[config.mk]
export PLATFORM = sky130hd
export DESIGN_NAME = fvn_useq
export DESIGN_NICKNAME = d
export VERILOG_FILES = /design/src/rtl/core/fvn_pkg.sv /design/src/rtl/core/fvn_useq.sv
export SDC_FILE = /design/constraint.sdc
export NUM_CORES = 1
export LEC_CHECK = 0
export BUFFER_PORTS_ARGS = -buffer_cell sky130_fd_sc_hd__clkbuf_2
export CORE_MARGIN = 10
export CORE_UTILIZATION = 50
export DETAILED_ROUTE_END_ITERATION = 8
export PLACE_DENSITY = 0.85
export SYNTH_ARGS = -nofsm -noshare
export SYNTH_HDL_FRONTEND = slang
export SYNTH_SLANG_ARGS = --single-unit
[constraint.sdc]
create_clock -name clk_i -period 2.6 [get_ports clk_i]
set_input_delay 0.52 -clock clk_i [delete_from_list [all_inputs] [get_ports clk_i]]
set_output_delay 0.52 -clock clk_i [all_outputs]
set_load 0.01 [all_outputs]
[src/rtl/core/fvn_pkg.sv]
// fvn_pkg: shared types, constants and the cosine weight rom for the fractal value noise unit
// microcode control word layout and the microprogram itself live here
// no dependencies
package fvn_pkg;

  // default configuration of the unit
  localparam int TABLE_DEPTH_DEF = 4096;
  localparam int MAX_OCTAVES_DEF = 8;
  localparam int FRAC_BITS_DEF   = 8;

  // fixed field widths
  localparam int POS_W    = 24;
  localparam int TIDX_W   = 12;
  localparam int VAL_W    = 16;
  localparam int OCT_CFG_W = 4;
  localparam int STEP_W   = 16;
  localparam int PERS_W   = 16;
  localparam int GAIN_W   = 18;
  localparam int AMP_W    = 17;
  localparam int MUL_W    = 19;
  localparam int PROD_W   = 2 * MUL_W;
  localparam int ROM_SIZE = 256;

  // apb register map
  localparam int APB_AW = 4;
  localparam int APB_DW = 32;
  localparam logic [1:0] REG_OCTAVES     = 2'd0;
  localparam logic [1:0] REG_STEP        = 2'd1;
  localparam logic [1:0] REG_PERSISTENCE = 2'd2;
  localparam logic [1:0] REG_GAIN        = 2'd3;

  // register reset values
  localparam logic [OCT_CFG_W-1:0] OCTAVES_RST     = 4'd1;
  localparam logic [STEP_W-1:0]    STEP_RST        = 16'd10;
  localparam logic [PERS_W-1:0]    PERSISTENCE_RST = 16'd32768;
  localparam logic [GAIN_W-1:0]    GAIN_RST        = 18'd65536;

  // input operation codes
  localparam logic OP_EVAL = 1'b0;
  localparam logic OP_LOAD = 1'b1;

  // microprogram addresses
  localparam int UPC_W = 4;
  localparam logic [UPC_W-1:0] UPC_E_INIT = 4'd0;
  localparam logic [UPC_W-1:0] UPC_E_DIV  = 4'd1;
  localparam logic [UPC_W-1:0] UPC_E_RD   = 4'd2;
  localparam logic [UPC_W-1:0] UPC_E_MBL  = 4'd3;
  localparam logic [UPC_W-1:0] UPC_E_BLD  = 4'd4;
  localparam logic [UPC_W-1:0] UPC_E_MVA  = 4'd5;
  localparam logic [UPC_W-1:0] UPC_E_ACC  = 4'd6;
  localparam logic [UPC_W-1:0] UPC_E_F0   = 4'd7;
  localparam logic [UPC_W-1:0] UPC_E_F1   = 4'd8;
  localparam logic [UPC_W-1:0] UPC_E_F2   = 4'd9;
  localparam logic [UPC_W-1:0] UPC_E_OUT  = 4'd10;
  localparam logic [UPC_W-1:0] UPC_L_INIT = 4'd11;
  localparam logic [UPC_W-1:0] UPC_L_IDX  = 4'd12;
  localparam logic [UPC_W-1:0] UPC_L_WR   = 4'd13;

  typedef enum logic [2:0] {
    C_NEXT,
    C_LOOP_CNT,
    C_LOOP_OCT,
    C_SKIP_OCTZ,
    C_DONE
  } cond_e;

  typedef enum logic [1:0] {
    CNT_HOLD,
    CNT_LD_DIV,
    CNT_LD_IDX,
    CNT_DEC
  } cnt_op_e;

  typedef enum logic [1:0] {
    OCT_HOLD,
    OCT_LOAD,
    OCT_DEC
  } oct_op_e;

  typedef enum logic [2:0] {
    MUL_NONE,
    MUL_BLEND,
    MUL_AMP_P,
    MUL_V_AMP,
    MUL_SUM_LO,
    MUL_SUM_HI
  } mul_sel_e;

  // datapath controls carried from sequencer to datapath
  typedef struct packed {
    logic     init;
    logic     div_en;
    logic     idx_ld_en;
    logic     mem_rd;
    logic     mem_wr;
    logic     w_en;
    mul_sel_e mul_sel;
    logic     blend_en;
    logic     amp_en;
    logic     sum_en;
    logic     fin_ld;
    logic     fin_acc;
  } dp_ctl_t;

  // one microinstruction
  typedef struct packed {
    cond_e            cond;
    logic [UPC_W-1:0] target;
    cnt_op_e          cnt_op;
    oct_op_e          oct_op;
    logic             out_en;
    dp_ctl_t          ctl;
  } ucw_t;

  localparam dp_ctl_t CTL_NOP = '{
    init: 1'b0, div_en: 1'b0, idx_ld_en: 1'b0, mem_rd: 1'b0, mem_wr: 1'b0,
    w_en: 1'b0, mul_sel: MUL_NONE, blend_en: 1'b0, amp_en: 1'b0,
    sum_en: 1'b0, fin_ld: 1'b0, fin_acc: 1'b0
  };

  // microprogram rom
  function automatic ucw_t ucode(input logic [UPC_W-1:0] upc);
    ucw_t cw;
    cw = '{cond: C_NEXT, target: UPC_E_INIT, cnt_op: CNT_HOLD, oct_op: OCT_HOLD,
           out_en: 1'b0, ctl: CTL_NOP};
    unique case (upc)
      UPC_E_INIT: begin
        cw.ctl.init = 1'b1;
        cw.cnt_op   = CNT_LD_DIV;
        cw.oct_op   = OCT_LOAD;
        cw.cond     = C_SKIP_OCTZ;
        cw.target   = UPC_E_F0;
      end
      UPC_E_DIV: begin
        cw.ctl.div_en = 1'b1;
        cw.cnt_op     = CNT_DEC;
        cw.cond       = C_LOOP_CNT;
        cw.target     = UPC_E_DIV;
      end
      UPC_E_RD: begin
        cw.ctl.mem_rd = 1'b1;
        cw.ctl.w_en   = 1'b1;
      end
      UPC_E_MBL: begin
        cw.ctl.mul_sel = MUL_BLEND;
      end
      UPC_E_BLD: begin
        cw.ctl.blend_en = 1'b1;
        cw.ctl.mul_sel  = MUL_AMP_P;
      end
      UPC_E_MVA: begin
        cw.ctl.mul_sel = MUL_V_AMP;
        cw.ctl.amp_en  = 1'b1;
      end
      UPC_E_ACC: begin
        cw.ctl.sum_en = 1'b1;
        cw.ctl.div_en = 1'b1;
        cw.oct_op     = OCT_DEC;
        cw.cond       = C_LOOP_OCT;
        cw.target     = UPC_E_RD;
      end
      UPC_E_F0: begin
        cw.ctl.mul_sel = MUL_SUM_LO;
      end
      UPC_E_F1: begin
        cw.ctl.fin_ld  = 1'b1;
        cw.ctl.mul_sel = MUL_SUM_HI;
      end
      UPC_E_F2: begin
        cw.ctl.fin_acc = 1'b1;
      end
      UPC_E_OUT: begin
        cw.out_en = 1'b1;
        cw.cond   = C_DONE;
      end
      UPC_L_INIT: begin
        cw.ctl.init = 1'b1;
        cw.cnt_op   = CNT_LD_IDX;
      end
      UPC_L_IDX: begin
        cw.ctl.idx_ld_en = 1'b1;
        cw.cnt_op        = CNT_DEC;
        cw.cond          = C_LOOP_CNT;
        cw.target        = UPC_L_IDX;
      end
      UPC_L_WR: begin
        cw.ctl.mem_wr = 1'b1;
        cw.cond       = C_DONE;
      end
      default: begin
        cw.cond = C_DONE;
      end
    endcase
    return cw;
  endfunction

  // cosine weight rom, (1 - cos(pi*n/256))/2 in q0.16
  localparam logic [63:0] PI_OVER_512_Q32 = 64'd26353589;

  typedef logic [VAL_W-1:0] rom_t [ROM_SIZE];

  // sin^2(pi*n/512) via a q32 taylor series
  function automatic logic [VAL_W-1:0] half_weight(input logic [8:0] n);
    logic [63:0] x;
    logic [63:0] x2;
    logic [63:0] term;
    logic [63:0] s;
    x    = 64'(n) * PI_OVER_512_Q32;
    x2   = (x * x) >> 32;
    term = x;
    s    = x;
    term = ((term * x2) >> 32) / 64'd6;
    s    = s - term;
    term = ((term * x2) >> 32) / 64'd20;
    s    = s + term;
    term = ((term * x2) >> 32) / 64'd42;
    s    = s - term;
    term = ((term * x2) >> 32) / 64'd72;
    s    = s + term;
    term = ((term * x2) >> 32) / 64'd110;
    s    = s - term;
    term = ((term * x2) >> 32) / 64'd156;
    s    = s + term;
    return VAL_W'((((s * s) >> 32) + 64'd32768) >> 16);
  endfunction

  function automatic rom_t build_rom();
    rom_t r;
    for (int n = 0; n < ROM_SIZE; n++) begin
      if (n <= 128) begin
        r[n] = half_weight(9'(n));
      end else begin
        r[n] = VAL_W'(17'd65536 - 17'(half_weight(9'(ROM_SIZE - n))));
      end
    end
    return r;
  endfunction

  localparam rom_t COS_ROM = build_rom();

endpackage

[src/rtl/core/fvn_useq.sv]
// fvn_useq: microcode sequencer, program counter, loop and octave counters
// depends on fvn_pkg for the microprogram and control word types
module fvn_useq #(
  parameter int MAX_OCTAVES = fvn_pkg::MAX_OCTAVES_DEF,
  parameter int FRAC_BITS   = fvn_pkg::FRAC_BITS_DEF
) (
  input  logic                         clk_i,
  input  logic                         rst_ni,
  input  logic                         start_i,
  input  logic                         op_i,
  input  logic [fvn_pkg::OCT_CFG_W-1:0] octave_count_i,
  input  logic                         out_free_i,
  output logic                         busy_o,
  output logic                         out_fire_o,
  output fvn_pkg::dp_ctl_t             ctl_o
);
  import fvn_pkg::*;

  localparam int DIV_STEPS = 16 + FRAC_BITS;
  localparam int CNT_W     = $clog2(DIV_STEPS);
  localparam int OCT_W     = $clog2(MAX_OCTAVES + 1);

  logic             busy_q, busy_d;
  logic [UPC_W-1:0] pc_q, pc_d;
  logic [CNT_W-1:0] cnt_q, cnt_d;
  logic [OCT_W-1:0] oct_q, oct_d;
  ucw_t             cw;
  logic             adv;
  logic [4:0]       oct_eff;

  // octave count clipped to the supported maximum
  assign oct_eff = (5'(octave_count_i) > 5'(MAX_OCTAVES)) ? 5'(MAX_OCTAVES)
                                                          : 5'(octave_count_i);

  assign cw  = ucode(pc_q);
  // hold at the output step while the result register is still occupied
  assign adv = busy_q && !(cw.out_en && !out_free_i);

  // next pc, counters and busy flag
  always_comb begin
    busy_d = busy_q;
    pc_d   = pc_q;
    cnt_d  = cnt_q;
    oct_d  = oct_q;
    if (!busy_q) begin
      if (start_i) begin
        busy_d = 1'b1;
        pc_d   = (op_i == OP_LOAD) ? UPC_L_INIT : UPC_E_INIT;
      end
    end else if (adv) begin
      unique case (cw.cnt_op)
        CNT_HOLD:   cnt_d = cnt_q;
        CNT_LD_DIV: cnt_d = CNT_W'(DIV_STEPS - 1);
        CNT_LD_IDX: cnt_d = CNT_W'(TIDX_W - 1);
        CNT_DEC:    cnt_d = cnt_q - CNT_W'(1);
        default:    cnt_d = cnt_q;
      endcase
      unique case (cw.oct_op)
        OCT_HOLD: oct_d = oct_q;
        OCT_LOAD: oct_d = OCT_W'(oct_eff - 5'd1);
        OCT_DEC:  oct_d = oct_q - OCT_W'(1);
        default:  oct_d = oct_q;
      endcase
      unique case (cw.cond)
        C_NEXT:      pc_d = pc_q + UPC_W'(1);
        C_LOOP_CNT:  pc_d = (cnt_q != '0) ? cw.target : pc_q + UPC_W'(1);
        C_LOOP_OCT:  pc_d = (oct_q != '0) ? cw.target : pc_q + UPC_W'(1);
        C_SKIP_OCTZ: pc_d = (oct_eff == 5'd0) ? cw.target : pc_q + UPC_W'(1);
        C_DONE:      busy_d = 1'b0;
        default:     busy_d = 1'b0;
      endcase
    end
  end

  // sequencer state
  always_ff @(posedge clk_i or negedge rst_ni) begin
    if (!rst_ni) begin
      busy_q <= 1'b0;
      pc_q   <= UPC_E_INIT;
      cnt_q  <= '0;
      oct_q  <= '0;
    end else begin
      busy_q <= busy_d;
      pc_q   <= pc_d;
      cnt_q  <= cnt_d;
      oct_q  <= oct_d;
    end
  end

  assign busy_o     = busy_q;
  assign out_fire_o = adv && cw.out_en;
  assign ctl_o      = adv ? cw.ctl : CTL_NOP;

  // program counter never runs past the end of the load program
  a_pc_range: assert property (@(posedge clk_i) disable iff (!rst_ni)
    busy_q |-> pc_q <= UPC_L_WR)
    else $error("sequencer pc outside program");

  // every transaction starts at the head of a program
  a_start_entry: assert property (@(posedge clk_i) disable iff (!rst_ni)
    (!busy_q && start_i) |=> (busy_q && (pc_q == UPC_E_INIT || pc_q == UPC_L_INIT)))
    else $error("sequencer started off a program entry");

  // a load never reaches the result step
  a_load_silent: assert property (@(posedge clk_i) disable iff (!rst_ni)
    (busy_q && pc_q == UPC_L_IDX) |=> (pc_q == UPC_L_IDX || pc_q == UPC_L_WR))
    else $error("load program left its loop");

endmodule

Yosys cells after proc, flatten, opt, wreduce, memory -nomap -nowiden. Index checks and enable logic that the tools add are counted.

Register bits: 14. Input port bits: 9. Output and inout bits: 16. Logic and storage cells: 86.

$add $sub $neg: 4. Order comparisons: 1. Equal/unequal tests: 23. Muxes and demuxes: 32. Bitwise logic cells: 1. Reduce and logical (&&, ||, !) cells: 21.

Operators by type and width (number): 4-bit 2-to-1 mux (8); 4-bit case mux with 4 select lines (2); 4-bit equality test, second input constant (6); 4-bit by 3-bit equality test with 1-bit output, second input constant (4); 1-bit 2-to-1 mux (15); 3-bit case mux with 5 select lines (1); 5-bit case mux with 3 select lines (1); 14-bit 2-to-1 mux (1); 3-bit case mux with 4 select lines (1); 3-bit AND reduction (3); 4-bit by 2-bit equality test with 1-bit output, second input constant (2); 4-bit case mux with 2 select lines (1); 8-bit OR reduction (1); 4-bit by 1-bit subtractor with 4-bit output, second input constant (2); 2-bit equality test, second input constant (3); 3-bit by 2-bit equality test with 1-bit output, second input constant (2); 2-bit case mux with 3 select lines (1); 2-bit OR reduction (3); 5-bit zero test (1); 5-bit by 1-bit != test with 1-bit output, second input constant (1); 5-bit nonzero test (1); 5-bit by 1-bit subtractor with 5-bit output, second input constant (1); 4-bit by 1-bit adder with 4-bit output, second input constant (1); 2-bit by 1-bit equality test with 1-bit output, second input constant (2); other kinds (14) (18).

Logic depth before layout (Yosys ltp).
Depth after elaboration: 8. Depth in mapped cells: 13. Mapped depth without buffers: 12.

Least setup slack after synthesis. Ideal clock, no wire load.

Kind: register to register. From: register pc_q[0]. To: register oct_q[2]. Library setup time: 0.138 ns. Data arrival time: 2.332 ns. Required time: 2.462 ns. Slack: 0.130 ns. Cell stages (with the launch flop): 13. Buffers on the path: 1. Clock period less this slack: 2.470 ns. Cell sequence: dfrtp_1 > inv_1 > ha_1 > nand2_1 > ha_1 > clkbuf_1 > nor3b_1 > a21oi_1 > ha_1 > xnor2_1 > or3_1 > o21ai_0 > a21oi_1.

Cells in the longest elaborated chain, start to end: 6. Elaborated cells between the ends (all ways): 13. Those cells by class: eq/ne (4); mux (3); reduce/logical (6).

Ends and longest elaborated chain: start: declaration (line fvn_useq.sv:24) `logic [UPC_W-1:0] pc_q, pc_d;`; start signal: assignment (line fvn_useq.sv:84) `pc_q <= pc_d;`; branches (longest 6 deep; another with 4-bit by 3-bit equality test with 1-bit output); end signal: assignment (line fvn_useq.sv:86) `oct_q <= oct_d;`; end: declaration (line fvn_useq.sv:26) `logic [OCT_W-1:0] oct_q, oct_d;`.

Parallel ways; which one is timed is not known. A chain may end at the register's enable or synchronous reset.

Final worst setup path. Ends and elaborated chain as after synthesis.

==> flow_summary.json <==
{
  "arrival_ns": 2.68,
  "wirelength_um": 3790,
  "ir_worst_vdd_uv": 720,
  "path_clk_slew_ns": 0.08,
  "setup_viol": 0,
  "crit_family": "simple AND/OR/NAND/NOR gates",
  "grt_pass1_wl_um": 6240,
  "drive_above_1_share_pct": 21.7,
  "cts_tree": "built",
  "cpPeakStageDelay_ns": 0.43,
  "synth_mux_area_share_pct": 2.17,
  "grt_pass1_vias": 1359,
  "grt_use_total_pct": 14.2,
  "die_width_um": 72.6,
  "synth_area_um2": 1390,
  "maxCapViolCount": 0,
  "synth_fp_nets": 202,
  "start_util_pct": 51.1,
  "syn_avg_cell_area_um2": 7.57,
  "synth_top_family_by_area": "compound AO/OA/AOI/OAI gates",
  "drt_first_pass_iters": 4,
  "rows": 19,
  "syn-instance-count": 183,
  "dpl_cell_area_um2": 1580,
  "max_slew_margin_pct": 56.3,
  "dieArea_um2": 5280,
  "rr_startpoint": "pc_q[0]$_DFFE_PN0P_",
  "synthArstFlopShare_pct": 100,
  "worstMarginPinSlew_ns": 0.649,
  "final_area_um2": 1620,
  "gp_congestion": 0.977,
  "status": "finished clean",
  "cts_max_path_buffers": 2,
  "fin_util_pct": 59.7,
  "cts_sinks": 14,
  "grt_max_degree": 17,
  "hold_viol": 0,
  "antenna_found_initial": 0,
  "seq_area_frac_synth_pct": 25.3,
  "insertion_delay_ns": 0.28,
  "synth-seq-cells": 14,
  "mostFrequentLayoutCell": "clkbuf_2",
  "slowest_stage": "dfrtp_2",
  "power.leakage_nw": 0.788,
  "finalCritPeriodShare_pct": 96.6,
  "cp.buffers_inverters": 2,
  "r2r-end": "oct_q[2]$_DFFE_PN0P_",
  "die_h_um": 72.6,
  "rsz0062_at_grt": "yes",
  "drc": 0,
  "reg2reg_depth": 12,
  "ys.warnings.count": 0,
  "synth-xor-area-share_pct": 0.632,
  "critPathCaptureType": "register",
  "core-area_um2": 2710,
  "synth-simple-area-share_pct": 26.2,
  "yosysTopAreaCell": "dfrtp_1",
  "period_needed_ns": 2.51,
  "synth_top_area_share_pct": 25.3,
  "synthAdderAreaFrac_pct": 9.03,
  "synthToLayoutAreaGrowth_pct": 16.8,
  "yosys-top-cells-area": "dfrtp_1, ha_1, a21oi_1",
  "ios": 25,
  "routedWlPerCell_um": 15.6,
  "path_cells": "inv_1 > ha_1 > nand2_1 > inv_1 > ha_2 > nor3b_1 > a21oi_2 > ha_1 > xnor2_1 > or3_1 > o21ai_0 > a21oi_1",
  "port_buffers": 24,
  "synth-main-ff-cell": "dfrtp_1",
  "reg2reg_slack_ns": 0.09,
  "worstSetupPathType": "reg2reg",
  "synth_compound_area_share_pct": 31.0,
  "start_kind": "register",
  "hold_class": "in2async",
  "dp_hpwl_um": 2920,
  "clock-skew-final_ns": 0.00389,
  "drt-initial-drc-count": 78,
  "via_per_inst": 5.98,
  "cts-root-buf": "clkbuf_4",
  "final_cell_mix": "clkbuf_2, nand2_1, nor2_1",
  "htreeDepth": 1,
  "synth_edf_count": 0,
  "nNetsFinal": 233,
  "clock.fmax_ghz": 0.398,
  "p_per_area_nw_per_um2": 1350,
  "num_antenna_cells": 0,
  "numCtsBuffers": 3,
  "slew_viol_final": 0,
  "synth_cell_types": 47,
  "crit_fanout": 10,
  "final_antenna_net_count": 0,
  "required_ns": 2.77,
  "grt_overflow": 0,
  "cts_hold_repair.buffers": 0,
  "vias": 1454
}
-- Yosys cell counts (2+ instances only) --
library cell,n
a31oi_1,5
a21oi_1,18
o21ai_1,3
o22a_1,2
nor2_1,19
nand2b_1,5
inv_1,11
o22ai_1,4
o21a_1,3
nor2b_1,3
o21ai_0,10
buf_2,3
ha_1,10
and4_1,2
nand2_1,19
nand3b_1,2
nor4_1,2
a211oi_1,2
nand3_1,2
nor3_1,3
mux2i_1,3
a211o_1,3
clkbuf_1,3
and3_1,6
nor3b_1,3
a21o_1,2
dfrtp_1,14
and2_1,2
-- logic make-up after synthesis --
logic type                 Yosys count
AOI/OAI and AO/OA                   64
DFF                                 14
adders and majority gates           10
and+or+nand+nor                     72
xor gates and xnor gates             1
muxes                                3
buffers and inverters               19
-- worst reg2reg max path: cells and delay by family (launching register included) --
family                   cells  cell delay (ns)
flip-flops                   1             0.43
buffers and inverters        2             0.17
AO/OA/AOI/OAI                3             0.21
adder cells (fa/ha/maj)      3             0.71
AND/OR/NAND/NOR              3             0.73
XOR/XNOR                     1             0.14
-- sequential cells by signal, summed over array words and instances, names as in the netlist --
name	count
cnt_q	5
pc_q	4
busy_o	1
oct_q	4
-- worst max-delay path by stage --
| stage | startpoint | slack [ns] | depth (start not counted) | endpoint |
|---|---|---|---|---|
| floorplan | pc_q[0]$_DFFE_PN0P_ | 0.13 | 12 | oct_q[2]$_DFFE_PN0P_ |
| global placement | pc_q[0]$_DFFE_PN0P_ | 0.13 | 11 | oct_q[2]$_DFFE_PN0P_ |
| detailed placement | pc_q[0]$_DFFE_PN0P_ | -0.02 | 11 | oct_q[2]$_DFFE_PN0P_ |
| CTS | pc_q[0]$_DFFE_PN0P_ | 0.06 | 12 | oct_q[2]$_DFFE_PN0P_ |
| global route | pc_q[0]$_DFFE_PN0P_ | -0.12 | 12 | oct_q[2]$_DFFE_PN0P_ |
| finish | pc_q[0]$_DFFE_PN0P_ | 0.09 | 12 | oct_q[2]$_DFFE_PN0P_ |
-- what timing repair did --
item                                    CTS  global route
gates resized for setup                   1             5
setup buffers                             0             0
endpoints found under the setup margin    1            12
-- power by group --
part	switching [mW]	internal, mW
combinational	0.960	0.655
sequential	0.113	0.329
clock	0.0704	0.0538
-- cell type report --
class                      count  area, µm²
inverter                      11       41.3
clock buffer                   3       22.5
fill                         252       1090
multi-input combinational    150        968
timing repair buffer          34        195
tap                           31       38.8
sequential                    14        352
-- routing by layer --
metal / GRT usage, % / routed length [µm]
met1: 17.1 / 1630
met2: 23.7 / 1870
met3: 3.95 / 221
met4: 4.22 / 75
met5: 0 / 0
-- per-stage QoR --
| step | power, mW | setup slack [ns] | TNS [ns] | hold slack, ns | cells |
|---|---|---|---|---|---|
| after floorplan | 1.58 | 0.130 | 0 | 0.224 | 183 |
| after global placement | 1.97 | 0.129 | 0 | 0.459 | 240 |
| after detailed placement | 2.00 | -0.0245 | -0.0245 | 0.459 | 240 |
| after CTS | 2.14 | 0.0556 | 0 | 0.142 | 243 |
| after global routing | 2.39 | -0.115 | -0.130 | 0.136 | 243 |
| final | 2.18 | 0.0884 | 0 | 0.135 | 243 |
(Power assumes the default switching activity.)
